$ cat src/rtl/stt_pkg.sv
// Shared types, constants and helper functions of the source text tokenizer.
package stt_pkg;

  localparam int LINE_BITS = 16;
  localparam int QDEPTH    = 4;   // Bundle queue depth, a power of two.
  localparam int QPTR_W    = $clog2(QDEPTH);
  localparam int MAX_RES   = 3;

  localparam logic [LINE_BITS-1:0] LINE_MAX = {LINE_BITS{1'b1}};
  localparam logic [LINE_BITS-1:0] LINE_ONE = LINE_BITS'(1);

  localparam logic [7:0] CH_LBRACE = 8'h7B;
  localparam logic [7:0] CH_RBRACE = 8'h7D;
  localparam logic [7:0] CH_LPAREN = 8'h28;
  localparam logic [7:0] CH_RPAREN = 8'h29;
  localparam logic [7:0] CH_EQUAL  = 8'h3D;
  localparam logic [7:0] CH_MINUS  = 8'h2D;
  localparam logic [7:0] CH_COLON  = 8'h3A;
  localparam logic [7:0] CH_COMMA  = 8'h2C;
  localparam logic [7:0] CH_SEMI   = 8'h3B;
  localparam logic [7:0] CH_QUOTE  = 8'h22;
  localparam logic [7:0] CH_DOT    = 8'h2E;
  localparam logic [7:0] CH_BSLASH = 8'h5C;
  localparam logic [7:0] CH_SPACE  = 8'h20;
  localparam logic [7:0] CH_TAB    = 8'h09;
  localparam logic [7:0] CH_LF     = 8'h0A;
  localparam logic [7:0] CH_CR     = 8'h0D;
  localparam logic [7:0] CH_0      = 8'h30;
  localparam logic [7:0] CH_9      = 8'h39;
  localparam logic [7:0] CH_LOW_N  = 8'h6E;
  localparam logic [7:0] CH_LOW_T  = 8'h74;
  localparam logic [7:0] CH_LOW_R  = 8'h72;
  localparam logic [7:0] CH_ZERO   = 8'h00;

  typedef enum logic [2:0] {
    CL_INT   = 3'd0,
    CL_DEC   = 3'd1,
    CL_DOT   = 3'd2,
    CL_IDENT = 3'd3,
    CL_OP    = 3'd4,
    CL_STR   = 3'd5,
    CL_ESC   = 3'd6,
    CL_WS    = 3'd7
  } tok_class_t;

  typedef enum logic [1:0] {
    EV_TEXT    = 2'd0,
    EV_END     = 2'd1,
    EV_ESC_ERR = 2'd2
  } event_t;

  typedef struct packed {
    logic [7:0] ch;
    logic       end_of_text;
  } text_item_t;

  typedef struct packed {
    logic [1:0]  event_res;
    logic [7:0]  text_byte;
    logic [2:0]  token_type;
    logic [15:0] line_number;
    logic        last_of_run;
  } event_item_t;

  typedef struct packed {
    logic [1:0]                count;
    event_item_t [MAX_RES-1:0] res;
  } bundle_t;

  typedef struct packed {
    logic    nonempty;
    bundle_t head;
  } q_head_t;

  function automatic logic is_op_char(input logic [7:0] c);
    return (c == CH_LBRACE) || (c == CH_RBRACE) || (c == CH_LPAREN) ||
           (c == CH_RPAREN) || (c == CH_EQUAL) || (c == CH_MINUS) ||
           (c == CH_COLON) || (c == CH_COMMA) || (c == CH_SEMI);
  endfunction

  function automatic event_item_t make_event(input event_t kind, input logic [7:0] b,
                                             input tok_class_t cls,
                                             input logic [LINE_BITS-1:0] ln);
    event_item_t e;
    e.event_res   = kind;
    e.text_byte   = b;
    e.token_type  = cls;
    e.line_number = 16'(ln);
    e.last_of_run = 1'b0;
    return e;
  endfunction

endpackage

$ cat src/rtl/stt_front.sv
// Front end: accepts source bytes, tracks token class and line, builds result bundles.
module stt_front import stt_pkg::*; (
  input  logic       clk,
  input  logic       rst,
  input  logic       text_valid,
  output logic       text_stall,
  input  text_item_t text_item,
  input  logic       q_full,
  output logic       push,
  output bundle_t    push_bundle
);

  tok_class_t           token_class;
  tok_class_t           token_class_next;
  logic [LINE_BITS-1:0] line_count;
  logic [LINE_BITS-1:0] line_count_next;
  logic                 accept;

  assign text_stall = q_full;
  assign accept     = text_valid && !q_full;

  always_comb begin
    logic [7:0]  c;
    logic        eot;
    tok_class_t  cur;
    tok_class_t  cls_new;
    tok_class_t  post_cls;
    logic        pre_end;
    logic        do_app;
    logic [7:0]  app_byte;
    logic        do_err;
    logic        op_end;
    logic        post_end;
    logic        line_inc;
    logic [1:0]  n;
    bundle_t     b;

    c        = text_item.ch;
    eot      = text_item.end_of_text;
    cur      = token_class;
    cls_new  = cur;
    pre_end  = 1'b0;
    do_app   = 1'b0;
    app_byte = c;
    do_err   = 1'b0;
    op_end   = 1'b0;
    line_inc = 1'b0;

    priority if (cur == CL_ESC) begin
      cls_new = CL_STR;
      do_app  = 1'b1;
      priority if (c == CH_LOW_N) begin
        app_byte = CH_LF;
      end else if (c == CH_LOW_T) begin
        app_byte = CH_TAB;
      end else if (c == CH_LOW_R) begin
        app_byte = CH_CR;
      end else if (c == CH_BSLASH) begin
        app_byte = CH_BSLASH;
      end else begin
        do_app = 1'b0;
        do_err = 1'b1;
      end
    end else if (c >= CH_0 && c <= CH_9) begin
      if (cur == CL_WS) begin
        cls_new = CL_INT;
      end
      do_app = 1'b1;
    end else if (c == CH_DOT) begin
      priority if (cur == CL_WS) begin
        cls_new = CL_DOT;
        do_app  = 1'b1;
      end else if (cur == CL_INT) begin
        cls_new = CL_DEC;
        do_app  = 1'b1;
      end else if (cur == CL_STR) begin
        do_app = 1'b1;
      end else begin
        op_end = 1'b1;
      end
    end else if (is_op_char(c)) begin
      if (cur == CL_STR) begin
        do_app = 1'b1;
      end else begin
        op_end = 1'b1;
      end
    end else if (c == CH_SPACE || c == CH_TAB) begin
      if (cur == CL_STR) begin
        do_app = 1'b1;
      end else begin
        pre_end = 1'b1;
        cls_new = CL_WS;
      end
    end else if (c == CH_CR || c == CH_LF) begin
      pre_end  = 1'b1;
      cls_new  = CL_WS;
      line_inc = 1'b1;
    end else if (c == CH_QUOTE) begin
      pre_end = 1'b1;
      cls_new = (cur == CL_STR) ? CL_WS : CL_STR;
    end else if (c == CH_BSLASH) begin
      if (cur == CL_STR) begin
        cls_new = CL_ESC;
      end else begin
        op_end = 1'b1;
      end
    end else begin
      if (cur == CL_WS || cur == CL_INT || cur == CL_DEC) begin
        pre_end = 1'b1;
        cls_new = CL_IDENT;
      end
      do_app = 1'b1;
    end

    // An operator closes any open token, then forms a token of its own.
    if (op_end) begin
      pre_end = 1'b1;
      cls_new = CL_OP;
      do_app  = 1'b1;
    end

    post_end = op_end || (eot && cls_new != CL_WS);
    post_cls = (cls_new == CL_ESC) ? CL_STR : cls_new;

    n = 2'd0;
    b = '0;
    if (pre_end && cur != CL_WS) begin
      b.res[n] = make_event(EV_END, CH_ZERO, cur, line_count);
      n        = n + 2'd1;
    end
    if (do_app) begin
      b.res[n] = make_event(EV_TEXT, app_byte, cls_new, line_count);
      n        = n + 2'd1;
    end
    if (do_err) begin
      b.res[n] = make_event(EV_ESC_ERR, c, CL_STR, line_count);
      n        = n + 2'd1;
    end
    if (post_end) begin
      b.res[n] = make_event(EV_END, CH_ZERO, post_cls, line_count);
      n        = n + 2'd1;
    end
    if (n != 2'd0) begin
      b.res[n - 2'd1].last_of_run = 1'b1;
    end
    b.count     = n;
    push_bundle = b;
    push        = accept && (n != 2'd0);

    if (eot) begin
      token_class_next = CL_WS;
      line_count_next  = LINE_ONE;
    end else begin
      token_class_next = op_end ? CL_WS : cls_new;
      line_count_next  = (line_inc && line_count != LINE_MAX) ? line_count + LINE_ONE
                                                               : line_count;
    end
  end

  always_ff @(posedge clk) begin
    if (rst) begin
      token_class <= CL_WS;
      line_count  <= LINE_ONE;
    end else if (accept) begin
      token_class <= token_class_next;
      line_count  <= line_count_next;
    end
  end

endmodule

$ cat src/rtl/stt_queue.sv
// Short queue of result bundles between the front end and the output stage.
module stt_queue import stt_pkg::*; (
  input  logic    clk,
  input  logic    rst,
  input  logic    push,
  input  bundle_t push_bundle,
  input  logic    pop,
  output logic    full,
  output q_head_t q_head
);

  bundle_t           mem [QDEPTH];
  logic [QPTR_W-1:0] wr_ptr;
  logic [QPTR_W-1:0] rd_ptr;
  logic [QPTR_W:0]   fill;

  assign full            = (fill == (QPTR_W+1)'(QDEPTH));
  assign q_head.nonempty = (fill != '0);
  assign q_head.head     = mem[rd_ptr];

  always_ff @(posedge clk) begin
    if (push) begin
      mem[wr_ptr] <= push_bundle;
    end
  end

  always_ff @(posedge clk) begin
    if (rst) begin
      wr_ptr <= '0;
      rd_ptr <= '0;
      fill   <= '0;
    end else begin
      if (push) begin
        wr_ptr <= wr_ptr + QPTR_W'(1);
      end
      if (pop) begin
        rd_ptr <= rd_ptr + QPTR_W'(1);
      end
      unique case ({push, pop})
        2'b10:   fill <= fill + (QPTR_W+1)'(1);
        2'b01:   fill <= fill - (QPTR_W+1)'(1);
        default: fill <= fill;
      endcase
    end
  end

endmodule

$ cat src/rtl/stt_back.sv
// Output stage: serialises each bundle into single results through an output register.
module stt_back import stt_pkg::*; (
  input  logic        clk,
  input  logic        rst,
  input  q_head_t     q_head,
  output logic        pop,
  output logic        event_valid,
  input  logic        event_stall,
  output event_item_t event_item
);

  logic [1:0] idx;
  logic       load;
  logic       last;

  assign load = !event_valid || !event_stall;
  assign last = (idx == q_head.head.count - 2'd1);
  assign pop  = load && q_head.nonempty && last;

  always_ff @(posedge clk) begin
    if (rst) begin
      event_valid <= 1'b0;
      idx         <= 2'd0;
    end else if (load) begin
      event_valid <= q_head.nonempty;
      if (q_head.nonempty) begin
        event_item <= q_head.head.res[idx];
        idx        <= last ? 2'd0 : idx + 2'd1;
      end
    end
  end

endmodule

$ cat src/rtl/source_text_tokenizer_top.sv
// Top level of the source text tokenizer.
//
// Source bytes arrive on the text channel (text_valid, text_stall, text_item) and
// token events leave on the event channel (event_valid, event_stall, event_item).
// Each event is a token text byte, a token end record with class and line, or an
// unknown escape error; last_of_run marks the final event caused by one byte.
// The front end takes one byte per cycle while text_stall is low and turns it into
// a bundle of zero to three events, which enters a four-entry bundle queue in the
// same cycle. The output register emits one event per cycle while event_stall is
// low. Bytes that cause one event or none flow at one byte per cycle while
// event_stall is low; an operator that closes an open token yields three events,
// and the queue absorbs such bursts. text_stall rises only when the queue is full,
// which happens when event_stall holds the output register or operator bursts
// arrive faster than they drain. A stalled event stays unchanged. Synchronous
// reset empties the queue and the output register, sets the token class to
// whitespace and the line counter to 1. A byte with end_of_text set flushes the
// open token and returns the state to its reset values.
module source_text_tokenizer_top import stt_pkg::*; (
  input  logic        clk,
  input  logic        rst,
  input  logic        text_valid,
  output logic        text_stall,
  input  text_item_t  text_item,
  output logic        event_valid,
  input  logic        event_stall,
  output event_item_t event_item
);

  logic    push;
  bundle_t push_bundle;
  logic    pop;
  logic    q_full;
  q_head_t q_head;

  stt_front u_front (
    .clk         (clk),
    .rst         (rst),
    .text_valid  (text_valid),
    .text_stall  (text_stall),
    .text_item   (text_item),
    .q_full      (q_full),
    .push        (push),
    .push_bundle (push_bundle)
  );

  stt_queue u_queue (
    .clk         (clk),
    .rst         (rst),
    .push        (push),
    .push_bundle (push_bundle),
    .pop         (pop),
    .full        (q_full),
    .q_head      (q_head)
  );

  stt_back u_back (
    .clk         (clk),
    .rst         (rst),
    .q_head      (q_head),
    .pop         (pop),
    .event_valid (event_valid),
    .event_stall (event_stall),
    .event_item  (event_item)
  );

endmodule

$ cat config.mk
export PLATFORM = sky130hd
export DESIGN_NAME = source_text_tokenizer_top
export DESIGN_NICKNAME = d
export VERILOG_FILES = /design/src/rtl/stt_pkg.sv /design/src/rtl/stt_front.sv /design/src/rtl/stt_queue.sv /design/src/rtl/stt_back.sv /design/src/rtl/source_text_tokenizer_top.sv
export SDC_FILE = /design/constraint.sdc
export NUM_CORES = 1
export LEC_CHECK = 0
export BUFFER_PORTS_ARGS = -buffer_cell sky130_fd_sc_hd__buf_2
export CORE_AREA = 3 3 195 197
export DETAILED_ROUTE_END_ITERATION = 12
export DIE_AREA = 0 0 198 200
export GPL_ROUTABILITY_DRIVEN = 1
export PLACE_DENSITY_LB_ADDON = 0.05
export RECOVER_POWER = 25
export SLEW_MARGIN = 10
export SYNTH_ARGS = -nofsm -noshare
export SYNTH_HDL_FRONTEND = slang
export SYNTH_SLANG_ARGS = --single-unit
$ cat constraint.sdc
create_clock -name clk -period 7.33 [get_ports clk]
set_clock_uncertainty 0.05 [all_clocks]
set_input_delay 1.466 -clock clk [delete_from_list [all_inputs] [get_ports clk]]
set_output_delay 1.466 -clock clk [all_outputs]
set_load 0.03 [all_outputs]
**Word level (Yosys, flattened, before mapping)**

Memory sizes are Yosys's and may differ from the RTL's. A register that Yosys moved wholly into a read port is not among the register bits.
Cells that the tools add are included.

- Bits in registers: 59
- Output and inout bits: 32
- Memories: 1
- Logic and storage cells: 206
- RAM bits: 368
- Input port bits: 13

Memories:

| memory | depth | width | rd ports | clocked after Yosys merged registers in | wr ports | line | RTL |
|---|---|---|---|---|---|---|---|
| u_queue.mem | 4 | 92 | 1 | 1 | 1 | stt_queue.sv:12 | `bundle_t mem [QDEPTH];` |

- Equal/unequal tests: 31
- Order comparisons: 11
- Mux-type cells: 102
- $add $sub $neg: 11
- Bitwise logic cells: 1
- Reduce and logical (&&, ||, !) cells: 37

Operator list:

| operator | count |
|---|---|
| $bwmux W90 | 4 |
| $mux W90 | 4 |
| $demux W30 S2 | 4 |
| $mux W30 | 4 |
| $eq A8 B6 Y1 const B | 10 |
| $bmux W30 S2 | 1 |
| $mux W3 | 18 |
| $mux W1 | 51 |
| $eq A8 B7 Y1 const B | 6 |
| $mux W8 | 5 |
| $mux W16 | 2 |
| $mux W29 | 1 |
| $eq A8 B4 Y1 const B | 3 |
| $add A16 B1 Y16 const B | 1 |
| $ne A16 B16 Y1 const B | 1 |
| $eq A3 B3 Y1 const B | 5 |
| $logic_or A1 B1 Y1 | 14 |
| $mux W2 | 7 |
| $logic_and A1 B1 Y1 | 12 |
| $lt A2 B3 Y1 const B | 4 |
| $add A2 B1 Y2 const B | 5 |
| $ge A8 B6 Y1 const B | 1 |
| $le A8 B6 Y1 const B | 1 |
| $ge A2 B1 Y1 const B | 3 |
| other kinds (19) | 26 |

**Logic depth before layout (Yosys ltp)**

- Depth after elaboration: 29
- Gate-level depth with buffers: 22
- Gate-level depth less buffers: 20

**Modules after synthesis**

Synthesis repeated with hierarchy kept, for this count alone.

- Cell total of the unflattened synthesis: 1068
- Area total of the unflattened synthesis: 18231.2 um^2

By module, submodules not included:

| module | times used | seq. area each (um^2) | cells each | area an instance (um^2) |
|---|---|---|---|---|
| stt_queue | 1 | 11230.8 | 523 | 13703.1 |
| stt_front | 1 | 380.4 | 395 | 2842.7 |
| stt_back | 1 | 960.9 | 150 | 1685.4 |

**Worst setup path after synthesis**

OpenSTA, ideal clock, no wires.

- Path type: input-to-reg
- Start: input port text_item[3] (netlist name)
- End: memory u_queue.mem[0][0] (netlist name), enable pin
- Setup time: 0.461 ns
- Data required time: 6.819 ns
- Arrival: 6.286 ns
- Path buffers: 2
- Setup slack: 0.533 ns
- Stages on the path: 14
- Path through: buf_4 > buf_2 > or3_1 > o31a_1 > and3_1 > o21ai_4 > inv_1 > ha_1 > xnor2_1 > ha_1 > nand2b_1 > a311o_1 > o211a_4 > and2_1

- Cells in the longest elaborated chain, start to end: 26
- Elaborated cells on any way between the ends: 90
- Those cells by class: 3 x add/sub; 2 x order compare; 20 x eq/ne; 49 x mux; 16 x reduce/logical

Ends and longest elaborated chain:

| item | line | RTL |
|---|---|---|
| start: declaration | source_text_tokenizer_top.sv:23 | `input text_item_t text_item,` |
| $eq A8 B7 Y1 | stt_pkg.sv:76 | `return (c == CH_LBRACE) \|\| (c == CH_RBRACE) \|\| (c == CH_LPAREN) \|\|` |
| $logic_or A1 B1 Y1 (3 in a row) | stt_pkg.sv:76 |  |
| $logic_or A1 B1 Y1 (3 in a row) | stt_pkg.sv:77 | `(c == CH_RPAREN) \|\| (c == CH_EQUAL) \|\| (c == CH_MINUS) \|\|` |
| $logic_or A1 B1 Y1 (2 in a row) | stt_pkg.sv:78 | `(c == CH_COLON) \|\| (c == CH_COMMA) \|\| (c == CH_SEMI);` |
| $mux W1 | stt_front.sv:81 | `end else if (is_op_char(c)) begin` |
| $mux W1 | stt_front.sv:69 | `end else if (c == CH_DOT) begin` |
| $mux W1 | stt_front.sv:64 | `end else if (c >= CH_0 && c <= CH_9) begin` |
| $mux W1 | stt_front.sv:49 | `priority if (cur == CL_ESC) begin` |
| [5 not listed] | - |  |
| $add A2 B1 Y2 | stt_front.sv:137 | `n = n + 2'd1;` |
| $mux W2 | stt_front.sv:135 | `if (do_err) begin` |
| $add A2 B1 Y2 | stt_front.sv:141 | `n = n + 2'd1;` |
| $mux W2 (*) | stt_front.sv:139 | `if (post_end) begin` |
| $reduce_bool A2 Y1 (*) | stt_front.sv:148 | `push = accept && (n != 2'd0);` |
| $logic_and A1 B1 Y1 (*) | stt_front.sv:148 |  |
| $mux W1 (*) | stt_queue.sv:22 | `if (push) begin` |
| $mux W1 (not written as such) (*) | stt_queue.sv:23 | `mem[wr_ptr] <= push_bundle;` |
| end: declaration | stt_queue.sv:12 |  |

Mark *: on every way between the ends. The rest lies on a longest branch, timed or not.

**Worst setup path after layout**

- Start: input port text_item[2] (netlist name)
- End: register u_queue.fill[2]

- Cells in the longest elaborated chain, start to end: 26
- Elaborated cells on any way between the ends: 92
- Those cells by class: 3 x add/sub; 2 x order compare; 22 x eq/ne; 48 x mux; 17 x reduce/logical

Ends and longest elaborated chain:

| item | line | RTL |
|---|---|---|
| $eq A8 B7 Y1 | stt_pkg.sv:76 |  |
| $logic_or A1 B1 Y1 (3 in a row) | stt_pkg.sv:76 |  |
| $logic_or A1 B1 Y1 (3 in a row) | stt_pkg.sv:77 |  |
| $logic_or A1 B1 Y1 (2 in a row) | stt_pkg.sv:78 |  |
| $mux W1 | stt_front.sv:81 |  |
| $mux W1 | stt_front.sv:69 |  |
| $mux W1 | stt_front.sv:64 |  |
| $mux W1 | stt_front.sv:49 |  |
| [5 not listed] | - |  |
| $add A2 B1 Y2 | stt_front.sv:137 |  |
| $mux W2 | stt_front.sv:135 |  |
| $add A2 B1 Y2 | stt_front.sv:141 |  |
| $mux W2 (*) | stt_front.sv:139 |  |
| $reduce_bool A2 Y1 (*) | stt_front.sv:148 |  |
| $logic_and A1 B1 Y1 (*) | stt_front.sv:148 |  |
| $eq A2 B1 Y1 / $eq A2 B2 Y1 (equally long branches) | stt_queue.sv:39 | `unique case ({push, pop})` |
| $pmux W3 S2 / $reduce_bool A2 Y1 (equally long branches) | - |  |
| end signal: assignment | stt_queue.sv:40 | `2'b10: fill <= fill + (QPTR_W+1)'(1);` |
| end signal: assignment | stt_queue.sv:41 | `2'b01: fill <= fill - (QPTR_W+1)'(1);` |
| end signal: assignment | stt_queue.sv:42 | `default: fill <= fill;` |
| end: declaration | stt_queue.sv:15 | `logic [QPTR_W:0] fill;` |

Marked as above.
A chain may end at the register's enable or synchronous reset.

==> impl_metrics.json <==
{
  "hold-worst-slack_ns": 0.428,
  "post_cts.repair.setup_buffers": 0,
  "power.density_nw_per_um2": 333,
  "cts.path.max_buffers": 3,
  "syn_area_um2": 18100,
  "cts_htree_levels": 2,
  "cts_made_buffers": 44,
  "drt_wl_total_um": 38500,
  "endpoint_kind": "register",
  "vdd_drop_max_mv": 0.218,
  "hpwlAfterDp_um": 23000,
  "fp.dieH_um": 200,
  "mostFrequentLayoutCells": "398 x edfxtp_1, 92 x mux4_2, 54 x nor2_1",
  "grt_antenna_before_repair": 2,
  "core_area_um2": 36400,
  "syn_nets": 1087,
  "violations": "capacitance limit, slew limit",
  "place.gp.congestion": 0.855,
  "utilization_pct": 55.2,
  "hold_viol": 0,
  "min_path_cells": 2,
  "final_common_cell": "edfxtp_1",
  "vias": 9563,
  "startpoint": "text_item[2]",
  "grt_use_met3_pct": 2.95,
  "first_pass_iters": 5,
  "area_delta_synth_final_pct": 11.2,
  "avgSynthCellArea_um2": 17.1,
  "leakagePower_uw": 0.00646,
  "drtIter0Drc": 726,
  "synthCells": 1061,
  "grt_pass1_wl_um": 58800,
  "die_x_um": 198,
  "gr-usage-all-layers_pct": 19.9,
  "setup-violations-final": 0,
  "drv_cap": 5,
  "cts.clk_slew.worst_paths_ns": 0.05,
  "cts_tree": "built",
  "period_needed_ns": 6.15,
  "grt_max_degree": 57,
  "hp-start": "u_back.event_valid",
  "via_per_inst": 5.92,
  "wl_per_cell_um": 23.8,
  "dieArea_um2": 39600,
  "initial_core_util_pct": 49.7,
  "drc": 0,
  "use_met1_pct": 28.7,
  "arrival_ns": 6.55,
  "fin_setup_tns_ns": 0,
  "async_flop_share_pct": 0,
  "cts_sinks": 429,
  "setup.worst_path.class": "input pin to register",
  "worst-path-max-fanout": 22,
  "fillers": 2880,
  "ys_ff_latch": 429,
  "num_antenna_cells": 0,
  "final.period_utilization_pct": 83.9,
  "cts.repair.resized": 0,
  "met2_usage_pct": 32.4,
  "ant_nets": 0,
  "synthFlopType": "edfxtp_1",
  "top_usage_layer": "met2",
  "nNetsFinal": 1140,
  "timing.slew.headroom_pct": -144,
  "clk_latency_ns": 0.53,
  "port_buffers": 44,
  "critPathRequiredTime_ns": 7.73,
  "grt_setup_unrepaired": "false",
  "grt_overflow_total": 0,
  "synth_edf_count": 398,
  "status": "finished with violations",
  "cts_hold_buf": 0,
  "start_kind": "input pin",
  "hold_path_class": "register to register",
  "grt_pass1_vias": 9576,
  "ys.warnings.count": 0,
  "synth_cell_type_count": 83,
  "root_buffer": "clkbuf_16",
  "worst_pin_slew_ns": 3.66,
  "fmax_ghz": 0.163,
  "num_rows": 70,
  "ios": 45,
  "drive_gt1_share_pct": 17.4,
  "ff2ff_path_depth": 4,
  "drv_slew": 196,
  "ys_seq_area_share_pct": 69.4
}
[flip-flops by register name, summed over array words and instances, names as in the netlist, named ones only]
signal,count
u_back.idx,2
u_queue.fill,3
u_queue.mem,368
u_front.token_class,3
u_queue.wr_ptr,2
u_front.line_count,16
u_back.event_item,30
u_back.event_valid,1
u_queue.rd_ptr,2
[worst max-delay path: stages]
cell and delay [ns]:
clkbuf_1 0.62, and4bb_1 0.28, a311oi_1 0.52, o2bb2ai_1 0.20, and3_1 0.25, o21ai_4 0.28, inv_1 0.15, ha_1 0.38
xnor2_1 0.19, ha_1 0.33, nand2b_1 0.07, a311o_1 0.27, o211a_1 0.20, inv_1 0.09, ha_1 0.18, inv_1 0.07
fa_1 0.42, xor2_1 0.15, or3_1 0.30, a21oi_1 0.13
[power by group]
group,leakage [uW],switching [uW],internal (uW)
Combinational,0.00185,839,593
Clock,0.000658,869,1230
Sequential,0.00395,128,3050
[cells by family after synthesis]
logic type      synth area share (%)
fa+ha+maj                      0.940
xor+xnor                        1.06
buf+inv                         2.49
simple gates                    7.59
compound gates                  5.06
flops                           69.4
mux                             13.4
[cells in the mapped netlist (3+ instances only)]
cell | instances | area (um2)
a21oi_1 | 18 | 90.1
nor4_1 | 6 | 37.5
nor2b_1 | 23 | 144
nand2b_1 | 7 | 43.8
mux4_2 | 92 | 2070
xor2_1 | 7 | 61.3
nand4_1 | 8 | 50.1
a21o_1 | 4 | 30.0
edfxtp_1 | 398 | 12000
clkbuf_1 | 30 | 113
and2_1 | 56 | 350
o21bai_1 | 3 | 22.5
o21a_1 | 5 | 37.5
nand2_1 | 24 | 90.1
nor3_1 | 12 | 60.1
dfxtp_1 | 31 | 621
buf_4 | 6 | 45.0
xnor2_1 | 15 | 131
a21boi_0 | 3 | 22.5
o22ai_1 | 31 | 194
a211o_1 | 3 | 26.3
or3_1 | 4 | 25.0
o21ai_0 | 18 | 90.1
nor2_1 | 54 | 203
and3_1 | 5 | 31.3
buf_2 | 9 | 45.0
nand3_1 | 9 | 45.0
nand3b_1 | 6 | 45.0
a32oi_1 | 4 | 35.0
ha_1 | 12 | 150
mux2i_1 | 33 | 330
inv_1 | 49 | 184
buf_1 | 12 | 45.0
and4bb_2 | 3 | 37.5
[path summary, 6_finish.rpt]
path	to	slack, ns
setup / recovery	u_queue.fill[2]	1.18
hold / removal	u_back.event_valid	0.43
setup reg to reg	u_back.event_item[17]	1.51
hold reg to reg	u_back.event_valid	0.43
[metrics by stage]
step | std cells | setup slack (ns) | cell area [um2] | total power (uW)
global placement | 1536 | 1.15 | 18900 | 4690
detailed placement | 1536 | 1.09 | 18900 | 4700
global route | 1616 | 0.769 | 20100 | 7030
floorplan | 1061 | 0.533 | 18100 | 4250
finish | 1616 | 1.18 | 20100 | 6710
CTS | 1616 | 1.63 | 20200 | 6810
[metal layers]
layer  vias to the layer above  wire, um
met1                      4944     17300
met4                         2       760
met3                        54      1810
met5                         -        10
li1                       4294         -
met2                       269     18600
[layout make-up]
| type | count | area (um2) | share of cell area [%] |
|---|---|---|---|
| clock inverters | 23 | 183 | 0.908 |
| well taps | 468 | 586 | 2.91 |
| multi-input cells | 523 | 5050 | 25.1 |
| repair buffers | 66 | 375 | 1.86 |
| inverters | 50 | 188 | 0.932 |
| flip-flops and latches | 429 | 12600 | 62.5 |
| clock buffers | 57 | 1170 | 5.82 |
No activity file was read; power rests on OpenSTA's default activity.
